[config.mk]
export PLATFORM = sky130hd
export DESIGN_NAME = gbpc_param_store
export DESIGN_NICKNAME = d
export VERILOG_FILES = /design/src/rtl/core/gbpc_pkg.sv /design/src/rtl/core/gbpc_param_store.sv
export SDC_FILE = /design/constraint.sdc
export NUM_CORES = 1
export LEC_CHECK = 0
export BUFFER_PORTS_ARGS = -buffer_cell sky130_fd_sc_hd__buf_2
export CAP_MARGIN = 20
export CORE_AREA = 2 2 163 165
export DETAILED_ROUTE_END_ITERATION = 10
export DIE_AREA = 0 0 165 167
export GPL_TIMING_DRIVEN = 0
export PLACE_DENSITY = 0.85
export SLEW_MARGIN = 15
export SYNTH_ARGS = -nofsm -noshare
export SYNTH_HDL_FRONTEND = slang
export SYNTH_SLANG_ARGS = --single-unit
export TNS_END_PERCENT = 30
[constraint.sdc]
create_clock -name clk -period 2.9 [get_ports clk]
set_input_delay 0.29 -clock clk [delete_from_list [all_inputs] [get_ports clk]]
set_output_delay 0.29 -clock clk [all_outputs]
set_load 0.005 [all_outputs]
[src/rtl/core/gbpc_pkg.sv]
// ----------------------------------------------------------------------------
// gbpc_pkg
// Shared types, field codes and arithmetic widths of the Gaussian Bayes
// pixel classifier.
// ----------------------------------------------------------------------------
package gbpc_pkg;

	// Item kinds carried on the slave tuser bit
	localparam logic MODE_LOAD     = 1'b0;
	localparam logic MODE_CLASSIFY = 1'b1;

	// Parameter slots within one class
	localparam logic [2:0] P_MEAN_R = 3'd0;
	localparam logic [2:0] P_MEAN_G = 3'd1;
	localparam logic [2:0] P_MEAN_B = 3'd2;
	localparam logic [2:0] P_INV_R  = 3'd3;
	localparam logic [2:0] P_INV_G  = 3'd4;
	localparam logic [2:0] P_INV_B  = 3'd5;
	localparam logic [2:0] P_BIAS   = 3'd6;

	// Channel order inside per-channel vectors
	localparam int CH_R = 0;
	localparam int CH_G = 1;
	localparam int CH_B = 2;

	// Datapath widths
	localparam int PIX_W   = 8;   // channel sample
	localparam int MAG_W   = 16;  // |x*256 - mean|, Q8.8
	localparam int PROD_W  = 32;  // |d| * inv_dev, Q.20
	localparam int RND_W   = 28;  // rounded |z|, Q12.16
	localparam int SQ_W    = 56;  // z^2, Q.32
	localparam int SUM_W   = 58;  // sum of three squares
	localparam int HALF_W  = 41;  // 0.5 * sum, Q25.16
	localparam int SCORE_W = 43;  // exact score, signed Q27.16

	localparam logic signed [SCORE_W-1:0] SAT_MAX = 43'sd2147483647;
	localparam logic signed [SCORE_W-1:0] SAT_MIN = -43'sd2147483648;

	// Parameters of one class
	typedef struct packed {
		logic        [2:0][15:0] mean;     // Q8.8 per channel
		logic        [2:0][15:0] inv_dev;  // Q4.12 per channel
		logic signed [31:0]      bias;     // Q16.16
	} class_param_t;

	// One classification result
	typedef struct packed {
		logic        [1:0]  label;
		logic signed [31:0] score;
	} result_t;

endpackage

[src/rtl/core/gbpc_param_store.sv]
// ----------------------------------------------------------------------------
// gbpc_param_store
// Class parameter table. One word is written per load transfer; every
// class row is presented to its scoring lane.
// ----------------------------------------------------------------------------
module gbpc_param_store import gbpc_pkg::*; #(
	parameter int NUM_CLASSES = 3
) (
	input  logic                              clk,
	input  logic                              wr_en,
	input  logic [1:0]                        class_index,
	input  logic [2:0]                        param_index,
	input  logic [31:0]                       param_value,
	output class_param_t [NUM_CLASSES-1:0]    prm
);

	class_param_t table_q [NUM_CLASSES];

	// Row write, one field per load; unknown slots are dropped
	for (genvar r = 0; r < NUM_CLASSES; r++) begin : g_row
		always_ff @(posedge clk) begin
			if (wr_en && (int'(class_index) == r)) begin
				case (param_index)
					P_MEAN_R: table_q[r].mean[CH_R]    <= param_value[15:0];
					P_MEAN_G: table_q[r].mean[CH_G]    <= param_value[15:0];
					P_MEAN_B: table_q[r].mean[CH_B]    <= param_value[15:0];
					P_INV_R:  table_q[r].inv_dev[CH_R] <= param_value[15:0];
					P_INV_G:  table_q[r].inv_dev[CH_G] <= param_value[15:0];
					P_INV_B:  table_q[r].inv_dev[CH_B] <= param_value[15:0];
					P_BIAS:   table_q[r].bias          <= param_value;
					default: ;
				endcase
			end
		end

		assign prm[r] = table_q[r];
	end

endmodule

* Yosys cells after proc, flatten, opt, wreduce, memory -nomap -nowiden
Memories as Yosys holds them, arrays and structs flattened. Index checks and enable logic that the tools add are counted.
Cells by class: $add $sub $neg 0, multipliers 0, div/mod/pow operators 0, $lt $le $gt $ge 0, equal/unequal tests 8, shift operators 0, mux-type cells 55, bitwise gates (word level) 0, reduce and logical (&&, ||, !) cells 7
Operator list (number):
- two-way mux 128 bit | 2
- OR reduction 128 bit | 2
- two-way mux 1 bit | 49
- two-way mux 7 bit | 2
- == test 3 bit, second input constant | 3
- == test 3 x 2 -> 1 bit, second input constant | 2
- == test 2 bit, second input constant | 2
- two-way mux 2 bit | 2
- == test 3 x 1 -> 1 bit, second input constant | 1
- logical AND 1 bit | 3
- zero test 3 bit | 1
- zero test 2 bit | 1
Storage, ports and cells: flip-flop bits (word level) 0, latch bits 0, memory bits (writable) 384, bits in read-only memories 0, input port bits 39, output and inout bits 384, logic and storage cells 71, memories 1
Memory list:
- table_q | words 3, width 128, read ports 3, clocked after Yosys merged registers in 0, write ports 1, RTL line gbpc_param_store.sv:17 | class_param_t table_q [NUM_CLASSES];

* Logic depth before layout (Yosys ltp)
word-level depth 7, gate-level depth with buffers 3, depth with buffers taken out 2

* Least setup slack after synthesis
OpenSTA, ideal clock, no wires.
kind input port to flip-flop, start input port class_index[0], end memory table_q[0][0] (netlist bit) (enable), library setup time 0.421 ns, arrival time 1.884 ns, required time 2.479 ns, setup slack 0.595 ns, stages on the path 2, path buffers 0, path through nand4bb_1 -> nor2_1
On the way: longest elaborated chain between the ends 7, elaborated cells between the ends (all ways) 42, those cells by class 2 x eq/ne; 34 x mux; 6 x reduce/logical
RTL lines:
- from (decl) | RTL line gbpc_param_store.sv:11 | input logic [1:0] class_index,
- == test 2 bit | RTL line gbpc_param_store.sv:22 | if (wr_en && (int'(class_index) == r)) begin
- logical AND 1 bit | RTL line gbpc_param_store.sv:22
- two-way mux 1 bit | RTL line gbpc_param_store.sv:22
- two-way mux 1 bit (not written as such), or another cell as far along | RTL line gbpc_param_store.sv:30 | P_BIAS: table_q[r].bias <= param_value;
- OR reduction 128 bit (no source line)
- two-way mux 2 bit (no source line) / two-way mux 7 bit (equally long branches) (2 in series)
- to (decl) | RTL line gbpc_param_store.sv:17
Several ways; a longest one is shown, not always the timed one.

* Worst setup path in the final report
start input port class_index[0], end memory table_q[2][110] (netlist bit) (enable)
The elaborated chain is that of the path after synthesis.

==> out/metrics.cfg <==
[synthesis]
synthXorXnorAreaFrac_pct = 0
synthTopCellsByArea = edfxtp_1, nor2_1, nand4bb_1
yosys.area.top_type = edfxtp_1
synthesis.area_mm2 = 0.0117
synth_top_cell_area_share_pct = 98.5
avgSynthCellArea_um2 = 28.1
synthSimpleGateAreaFrac_pct = 1.42
synth_compound_area_share_pct = 0
synth_top_family_by_area = simple AND/OR/NAND/NOR gates
synthAdderAreaFrac_pct = 0
ys_ff_latch = 384
synth_mux_area_share_pct = 0
syn-num-nets = 455
synth_cell_types = 9
ys_seq_area_share_pct = 98.5
synthCells = 416
yosys_warnings = 0

[route]
dr.pass1.iters = 5
wl_per_cell_um = 23.9
drc = 0
drt-vias-per-instance = 4.98
vias = 6311
ant_nets = 0
drtIter0Drc = 729
wl_um = 30300

[worst_hold_path]
min_to = table_q[2][19]
holdCritPathClass = primary input to flip-flop
hold_path_depth = 1
min_from = param_value[19]

[place]
placedCellCount = 1188
post-place-ws_ps = 848
portBuffers = 422
place_congestion = 0.771
place.detailed.hpwl_um = 19400

[sta]
maxSlewHeadroom_pct = 39.7
period_share_pct = 51.6
post-route-min-period_ps = 1500
drv_slew = 0
hold_ws_ps = 19.7
setup_ws_ps = 1400
rsz0062_at_grt = false
timing.final.hold_violations = 0
clock.fmax_mhz = 668
tightest_slew_ps = 903
setup_viol = 0

[power_and_ir_drop]
clkPwrFrac_pct = 40.1
total_leakage_power_nw = 5.85
p_switching_w = 0.00203
combPwrFrac_pct = 2.5
switching_share_pct = 18.9
power_density_mw_per_mm2 = 685
ir_drop_v = 0.000662
intPower_w = 0.00875
power.share.sequential_pct = 57.4

[clocking]
cts_tree = done
numClockSinks = 384
numCtsBuffers = 37
postCtsResizedCells = 0
cts_setup_buffers = 0
cts.path.max_buffers = 3
htree_levels = 2
clk_pin_slew_ps = 60
postCtsHoldBufs = 11
cts-root-buf = clkbuf_16

[grt]
grt_max_degree = 28
grt_first_pass_wirelength_um = 42200
grt_util_all_layers_pct = 21.6
first_global_vias = 6338
antenna_found_initial = 6
overflow = 0

[floorplan]
initial_core_util_pct = 45.4
die_h_um = 167
ios = 423
die_area_mm2 = 0.0276
fp.coreArea_mm2 = 0.0258
die_w_um = 165
placementRows = 59

[setup_path]
path_max_fanout = 16
crit_path_start_kind = primary input
cp.required_ps = 3020
worstPathArrival_ps = 1620
cp-end-kind = flip-flop
critical_path_class = primary input to flip-flop

[cells_and_area]
largest_register_ffs = 384
area.growth.synth_to_final_pct = 34.5
largest_registers = table_q: 384 flops
fin_cells = 1266
drive_above_1_share_pct = 54.1
nNetsFinal = 944
fillers = 1731
top_register = table_q

[run]
maxCapViolations = 0

[outcome]
outcome = completed

[cells in the mapped netlist]
master     count
edfxtp_1     384
clkbuf_1       1
nand2_1        1
or2_0          1
nand4bb_1      3
or4b_4         1
nand4b_1       2
nor2_1        21
nand2b_1       2
[routing by layer]
layer	global-route usage, %	share of wire [%]	vias up
met5	0	0.043	-
met4	7.52	2.9	2
met3	6.30	9.8	70
met2	36.7	50	445
met1	26.4	37	3129
li1	-	-	2665
[metrics by stage]
step | power [W] | setup TNS, ps | utilization, % | instance area (um2)
final | 0.0108 | 0 | 61.1 | 15700
after global routing | 0.0111 | 0 | 61.1 | 15700
after CTS | 0.0109 | 0 | 61.0 | 15700
after detailed placement | 0.00657 | 0 | 56.4 | 14500
after global placement | 0.00654 | -45650 | 55.2 | 14200
after floorplan | 0.00634 | 0 | - | 11700
[how the worst max path moves through the flow]
stage / from / end / slack (ps) / depth (start not counted)
2_1_floorplan: class_index[0] / table_q[0][0] / 600 / 2
3_3_place_gp: param_index[0] / table_q[1][11] / -540 / 3
3_5_place_dp: class_index[0] / table_q[2][103] / 850 / 3
4_1_cts: class_index[0] / table_q[2][110] / 1380 / 3
5_1_grt: class_index[0] / table_q[2][104] / 1300 / 3
6_report: class_index[0] / table_q[2][110] / 1400 / 3
[power by group through the flow]
stage	logic, W	clock network [W]	registers [W]
3_5_place_dp	0.000260	0	0.00631
2_1_floorplan	0.0000235	0	0.00632
5_1_grt	0.000291	0.00462	0.00619
6_report	0.000272	0.00433	0.00619
3_3_place_gp	0.000237	0	0.00631
4_1_cts	0.000273	0.00440	0.00619
[critical path, cell delays in order]
cell       delay [ps]
buf_2             130
nand4bb_1         390
nor2_2            790
[cell type report]
type	count	area [um2]	area share (%)
Timing Repair Buffer	450	2470	15.7
Multi-Input combinational cell	31	231	1.47
Clock inverter	15	116	0.739
Sequential cell	384	11500	73.3
Tap cell	335	419	2.66
Clock buffer	45	956	6.07
Antenna cell	5	12.5	0.0795
Buffer	1	3.75	0.0239
[cells in the final DEF, fill, tap and decap left out, types with 2 or more instances in the layout]
master         netlist  layout
nand2b_1             2       2
nor2_4               0       3
buf_12               0       2
nand4bb_1            3       3
buf_2                0     422
nor2_2               0      17
clkinv_2             0       3
nand4b_1             2       2
buf_8                0       7
diode_2              0       5
bufinv_16            0       2
buf_6                0       4
clkbuf_16            0      37
clkinv_1             0       9
clkbuf_1             1       9
edfxtp_1           384     384
dlygate4sd3_1        0      13
[cells by family after synthesis]
kind of cell  count (synthesis)
flops                       384
simple gates                 31
buf+inv                       1
Note: power is estimated with default switching activity, not from simulation.
