[src/rtl/core/gbpc_pkg.sv]
// ----------------------------------------------------------------------------
// gbpc_pkg
// Shared types, field codes and arithmetic widths of the Gaussian Bayes
// pixel classifier.
// ----------------------------------------------------------------------------
package gbpc_pkg;

	// Item kinds carried on the slave tuser bit
	localparam logic MODE_LOAD     = 1'b0;
	localparam logic MODE_CLASSIFY = 1'b1;

	// Parameter slots within one class
	localparam logic [2:0] P_MEAN_R = 3'd0;
	localparam logic [2:0] P_MEAN_G = 3'd1;
	localparam logic [2:0] P_MEAN_B = 3'd2;
	localparam logic [2:0] P_INV_R  = 3'd3;
	localparam logic [2:0] P_INV_G  = 3'd4;
	localparam logic [2:0] P_INV_B  = 3'd5;
	localparam logic [2:0] P_BIAS   = 3'd6;

	// Channel order inside per-channel vectors
	localparam int CH_R = 0;
	localparam int CH_G = 1;
	localparam int CH_B = 2;

	// Datapath widths
	localparam int PIX_W   = 8;   // channel sample
	localparam int MAG_W   = 16;  // |x*256 - mean|, Q8.8
	localparam int PROD_W  = 32;  // |d| * inv_dev, Q.20
	localparam int RND_W   = 28;  // rounded |z|, Q12.16
	localparam int SQ_W    = 56;  // z^2, Q.32
	localparam int SUM_W   = 58;  // sum of three squares
	localparam int HALF_W  = 41;  // 0.5 * sum, Q25.16
	localparam int SCORE_W = 43;  // exact score, signed Q27.16

	localparam logic signed [SCORE_W-1:0] SAT_MAX = 43'sd2147483647;
	localparam logic signed [SCORE_W-1:0] SAT_MIN = -43'sd2147483648;

	// Parameters of one class
	typedef struct packed {
		logic        [2:0][15:0] mean;     // Q8.8 per channel
		logic        [2:0][15:0] inv_dev;  // Q4.12 per channel
		logic signed [31:0]      bias;     // Q16.16
	} class_param_t;

	// One classification result
	typedef struct packed {
		logic        [1:0]  label;
		logic signed [31:0] score;
	} result_t;

endpackage

[src/rtl/core/gbpc_argmax.sv]
// ----------------------------------------------------------------------------
// gbpc_argmax
// Registered compare cascade, one class per stage; a later class wins only
// on a strictly higher score, so ties go to the lower index.
// ----------------------------------------------------------------------------
module gbpc_argmax import gbpc_pkg::*; #(
	parameter int NUM_CLASSES = 3,
	localparam int CW = $clog2(NUM_CLASSES)
) (
	input  logic                                 clk,
	input  logic                                 en,
	input  logic [NUM_CLASSES-1:0][SCORE_W-1:0]  score,
	output logic [CW-1:0]                        best_idx,
	output logic [SCORE_W-1:0]                   best_score
);

	logic [SCORE_W-1:0]                      best_q  [1:NUM_CLASSES-1];
	logic [CW-1:0]                           idx_q   [1:NUM_CLASSES-1];
	logic [NUM_CLASSES-1:0][SCORE_W-1:0]     carry_q [1:NUM_CLASSES-1];

	for (genvar k = 1; k < NUM_CLASSES; k++) begin : g_stage
		logic [SCORE_W-1:0]                  prev_best;
		logic [CW-1:0]                       prev_idx;
		logic [NUM_CLASSES-1:0][SCORE_W-1:0] prev_sc;

		// Stage input: raw scores for the first stage, else prior stage
		if (k == 1) begin : g_first
			assign prev_best = score[0];
			assign prev_idx  = '0;
			assign prev_sc   = score;
		end else begin : g_next
			assign prev_best = best_q[k-1];
			assign prev_idx  = idx_q[k-1];
			assign prev_sc   = carry_q[k-1];
		end

		always_ff @(posedge clk) begin
			if (en) begin
				if ($signed(prev_sc[k]) > $signed(prev_best)) begin
					best_q[k] <= prev_sc[k];
					idx_q[k]  <= CW'(k);
				end else begin
					best_q[k] <= prev_best;
					idx_q[k]  <= prev_idx;
				end
				carry_q[k] <= prev_sc;
			end
		end
	end

	assign best_idx   = idx_q[NUM_CLASSES-1];
	assign best_score = best_q[NUM_CLASSES-1];

endmodule

[config.mk]
export PLATFORM = sky130hd
export DESIGN_NAME = gbpc_argmax
export DESIGN_NICKNAME = d
export VERILOG_FILES = /design/src/rtl/core/gbpc_pkg.sv /design/src/rtl/core/gbpc_argmax.sv
export SDC_FILE = /design/constraint.sdc
export NUM_CORES = 1
export LEC_CHECK = 0
export ABC_AREA = 1
export BUFFER_PORTS_ARGS = -buffer_cell sky130_fd_sc_hd__buf_4
export CAP_MARGIN = 20
export CELL_PAD_IN_SITES_DETAIL_PLACEMENT = 2
export CELL_PAD_IN_SITES_GLOBAL_PLACEMENT = 2
export CORE_MARGIN = 5
export CORE_UTILIZATION = 34
export DETAILED_ROUTE_END_ITERATION = 8
export GPL_TIMING_DRIVEN = 0
export HOLD_SLACK_MARGIN = 0.03
export PLACE_DENSITY_LB_ADDON = 0.2
export SYNTH_ARGS = -nofsm -noshare
export SYNTH_HDL_FRONTEND = slang
export SYNTH_SLANG_ARGS = --single-unit
[constraint.sdc]
create_clock -name clk -period 3.1 [get_ports clk]
set_input_delay 0.465 -clock clk [delete_from_list [all_inputs] [get_ports clk]]
set_output_delay 0.465 -clock clk [all_outputs]
set_load 0.01 [all_outputs]
Word level (Yosys, flattened, before mapping)
Memory sizes are Yosys's and may differ from the RTL's. Index checks and enable logic that the tools add are counted. W data, S select, Z words.

Register bits: 0. Latch bits: 0. Memory bits (writable): 348. Memory bits (read-only): 0. Bits of input ports: 131. Output and inout bits: 45. Logic and storage cells: 27. Memories kept: 3.

Add/subtract/negate cells: 0. Multipliers: 0. Divide/modulo/power cells: 0. Order comparisons: 2. Equality and inequality tests: 0. Shift-type cells: 0. Muxes and demuxes: 18. Bitwise operators: 4. Reductions and logical operators: 0.

Memories: carry_q (words 2, bits a word 129, rd ports 1, clocked after memory_dff 0, write ports 2, line gbpc_argmax.sv:19) `logic [NUM_CLASSES-1:0][SCORE_W-1:0] carry_q [1:NUM_CLASSES-1];`; best_q (words 2, bits a word 43, rd ports 2, clocked after memory_dff 0, write ports 2, line gbpc_argmax.sv:17) `logic [SCORE_W-1:0] best_q [1:NUM_CLASSES-1];`; idx_q (words 2, bits a word 2, rd ports 2, clocked after memory_dff 0, write ports 2, line gbpc_argmax.sv:18) `logic [CW-1:0] idx_q [1:NUM_CLASSES-1];`.

Operators with widths (number): $gt A43 B43 Y1 (2); $mux W43 (2); $mux W1 (14); $mux W2 (2); $or A1 B1 Y1 (4).

Depth between registers and ports, before layout
An unclocked memory read counts as a cell.

Word-level depth: 6. Mapped depth: 18. Gate-level depth less buffers: 17.

Worst setup path after synthesis
Ideal clock, no wire load.

Path type: in2reg. Start: in en. End: mem best_q[2][0] (enable). Library setup time: 0.418 ns. Arrival: 1.976 ns. Data required time: 2.682 ns. Path slack: 0.706 ns. Cell stages on the path: 2. Path buffers: 2. Cells stage by stage: buf_2 > clkbuf_1.

RTL lines: from (decl) (line gbpc_argmax.sv:11) `input logic en,`; to (decl) (line gbpc_argmax.sv:17).

==> impl_metrics.env <==
export IMPL_status="finished clean"
export IMPL_synth_most_common_cell="nand2_1"
export IMPL_endpoint_kind="flip-flop"
export IMPL_critPathMaxFanout=10
export IMPL_multi_input_area_mm2=0.00336
export IMPL_vias=6446
export IMPL_worst_path_largest_cell_delay_ns=0.43
export IMPL_hold_buffers=0
export IMPL_synth_edff_count=132
export IMPL_wire_per_inst_um=18.6
export IMPL_final_util_pct=44.3
export IMPL_power_leakage_nw=5.17
export IMPL_ant_nets=0
export IMPL_layout_nets=1251
export IMPL_place_hpwl_um=20500
export IMPL_cts_clk_slew_worst_paths_ns=0.07
export IMPL_drv_slew=0
export IMPL_gp_congestion=0.789
export IMPL_grt_max_degree=45
export IMPL_die_x_um=163
export IMPL_rsz0062_at_grt="no"
export IMPL_synth_distinct_cells=27
export IMPL_relSlewSlack_pct=53.4
export IMPL_worst_pin_slew_ns=0.699
export IMPL_clockBufferDepth=2
export IMPL_fmax_mhz=369
export IMPL_fp_coreArea_mm2=0.0233
export IMPL_ys_flop_type="edfxtp_1"
export IMPL_cp_start_kind="flip-flop"
export IMPL_drive_gt1_share_pct=25.6
export IMPL_async_flop_share_pct=0
export IMPL_cts_root_buf="clkbuf_16"
export IMPL_wl_um=25500
export IMPL_synth_top_area_cell="edfxtp_1"
export IMPL_cp_slowest_cell="edfxtp_1"
export IMPL_setup_viol=0
export IMPL_worst_path_buf_inv=2
export IMPL_cts_sinks=132
export IMPL_first_iter_violations=227
export IMPL_final_setup_tns_ns=0
export IMPL_ys_top_cells_by_count="nand2_1 (252), edfxtp_1 (132), inv_1 (121)"
export IMPL_ys_seq_area_share_pct=49.6
export IMPL_ctsResizeCount=0
export IMPL_syn_nets=1055
export IMPL_crit_path_frequent_cell="nand2_1"
export IMPL_antenna_found_initial=0
export IMPL_start_util_pct=34.3
export IMPL_peakVddDrop_v=0.000329
export IMPL_synth_cells=838
export IMPL_gr_usage_all_layers_pct=19.6
export IMPL_fin_skew_ns=0.0138
export IMPL_vias_per_cell=4.72
export IMPL_drc=0
export IMPL_grt_pass1_vias=7261
export IMPL_worstHoldPathType="input port to flip-flop"
export IMPL_syn_avg_cell_area_um2=9.54
export IMPL_h_tree_depth=4
export IMPL_synth_top_area_share_pct=49.6
export IMPL_numCtsBuffers=17
export IMPL_path_delay_family="simple AND/OR/NAND/NOR gates"
export IMPL_first_pass_iters=4
export IMPL_cts_setup_buffers=0
export IMPL_insertion_delay_ns=0.43
export IMPL_area_delta_synth_final_pct=29.4
export IMPL_yosysWarnings=0
export IMPL_p_total_w=0.00574
export IMPL_die_area_mm2=0.0267
export IMPL_min_period_ns=2.71
export IMPL_synth_area_leaders="edfxtp_1 (50%), ha_1 (13%), nand2_1 (12%)"
export IMPL_ios=176
export IMPL_path_cells="inv_1 > ha_1 > nand2_1 > nor2_1 > nand2_1 > nor4b_1 > nand4_1 > nand3_4 > buf_2 > nand3_1 > nand2_1"
export IMPL_hold_viol=0
export IMPL_regArea_mm2=0.00396
export IMPL_critical_path_class="flip-flop to flip-flop"
export IMPL_cap_viol_max_count=0
export IMPL_antennaDiodeCount=0
export IMPL_num_fill_cells=2503
export IMPL_port_buffers=175
export IMPL_power_density_mw_per_mm2=555
export IMPL_grt_ovfl_total=0
export IMPL_synth_area_mm2=0.00800
export IMPL_die_h_um=163
export IMPL_cts_tree="built"
export IMPL_critPathArrivalTime_ns=2.99
export IMPL_grt_pass1_wl_um=39800
export IMPL_rows=56
export IMPL_crit_required_ns=3.38
export IMPL_fin_crit_sh_pct=87.4
export IMPL_yosys_register_bits=132
cell type report:
| class | count | area share (%) |
|---|---|---|
| flip-flops and latches | 132 | 38.3 |
| well taps | 319 | 3.86 |
| repair buffers | 177 | 13.2 |
| inverters | 123 | 4.46 |
| plain buffers | 28 | 2.09 |
| clock inverters | 15 | 1.55 |
| clock buffers | 17 | 4.11 |
| multi-input cells | 555 | 32.5 |
layout by cell type, fill, tap and decap left out, types with 3 or more instances in the layout:
cell	count
nand2_1	252
buf_4	175
edfxtp_1	132
inv_1	121
nand3_1	92
ha_1	86
nor2_1	31
nand2_4	31
a21oi_1	28
clkbuf_16	17
nand4_1	12
buf_2	9
a21o_1	8
clkbuf_1	8
inv_8	6
buf_12	4
inv_6	4
nor2_2	3
buf_8	3
report_power, final:
| part | total, W | internal, W | switching (W) |
|---|---|---|---|
| sequential | 0.00237 | 0.00223 | 0.000145 |
| clock | 0.00200 | 0.00108 | 0.000918 |
| combinational | 0.00137 | 0.000572 | 0.000796 |
stage by stage:
step	hold slack (ns)	std cells	cell area, um^2	setup WS [ns]
2_1_floorplan	0.513	838	8000	0.706
3_3_place_gp	0.536	1332	9710	-0.798
3_5_place_dp	0.553	1334	9760	0.0181
4_1_cts	0.186	1366	10300	0.284
5_1_grt	0.189	1366	10300	0.192
6_report	0.202	1366	10300	0.389
routing by layer:
| layer | GRT usage [%] | wire (um) |
|---|---|---|
| met5 | 0 | 0 |
| met4 | 4.46 | 307 |
| met3 | 3.33 | 935 |
| met2 | 34.6 | 12900 |
| met1 | 25.1 | 11300 |
kinds of logic (layout without fill, tap and decap cells):
family / after synthesis / in the layout / synth area share [%]
AND/OR/NAND/NOR: 430 / 430 / 25.8
AO/OA/AOI/OAI: 39 / 39 / 2.69
flip-flops: 132 / 132 / 49.6
adder cells (fa/ha/maj): 86 / 86 / 13.5
buffers and inverters: 151 / 360 / 8.45
final timing paths:
| kind | startpoint | to | slack (ns) | depth (start not counted) |
|---|---|---|---|---|
| setup / recovery | best_q[1][14] | best_q[2][15] | 0.39 | 11 |
| hold / removal | score[96] | carry_q[1][96] | 0.20 | 1 |
| setup reg to reg | best_q[1][14] | best_q[2][15] | 0.39 | 11 |
| hold reg to reg | carry_q[1][120] | best_q[2][34] | 0.57 | 2 |
registers in the layout, summed over array words and instances (netlist names):
register and count:
best_q 86, carry_q 43, idx_q 3
Note: power is estimated with default switching activity, not from simulation.
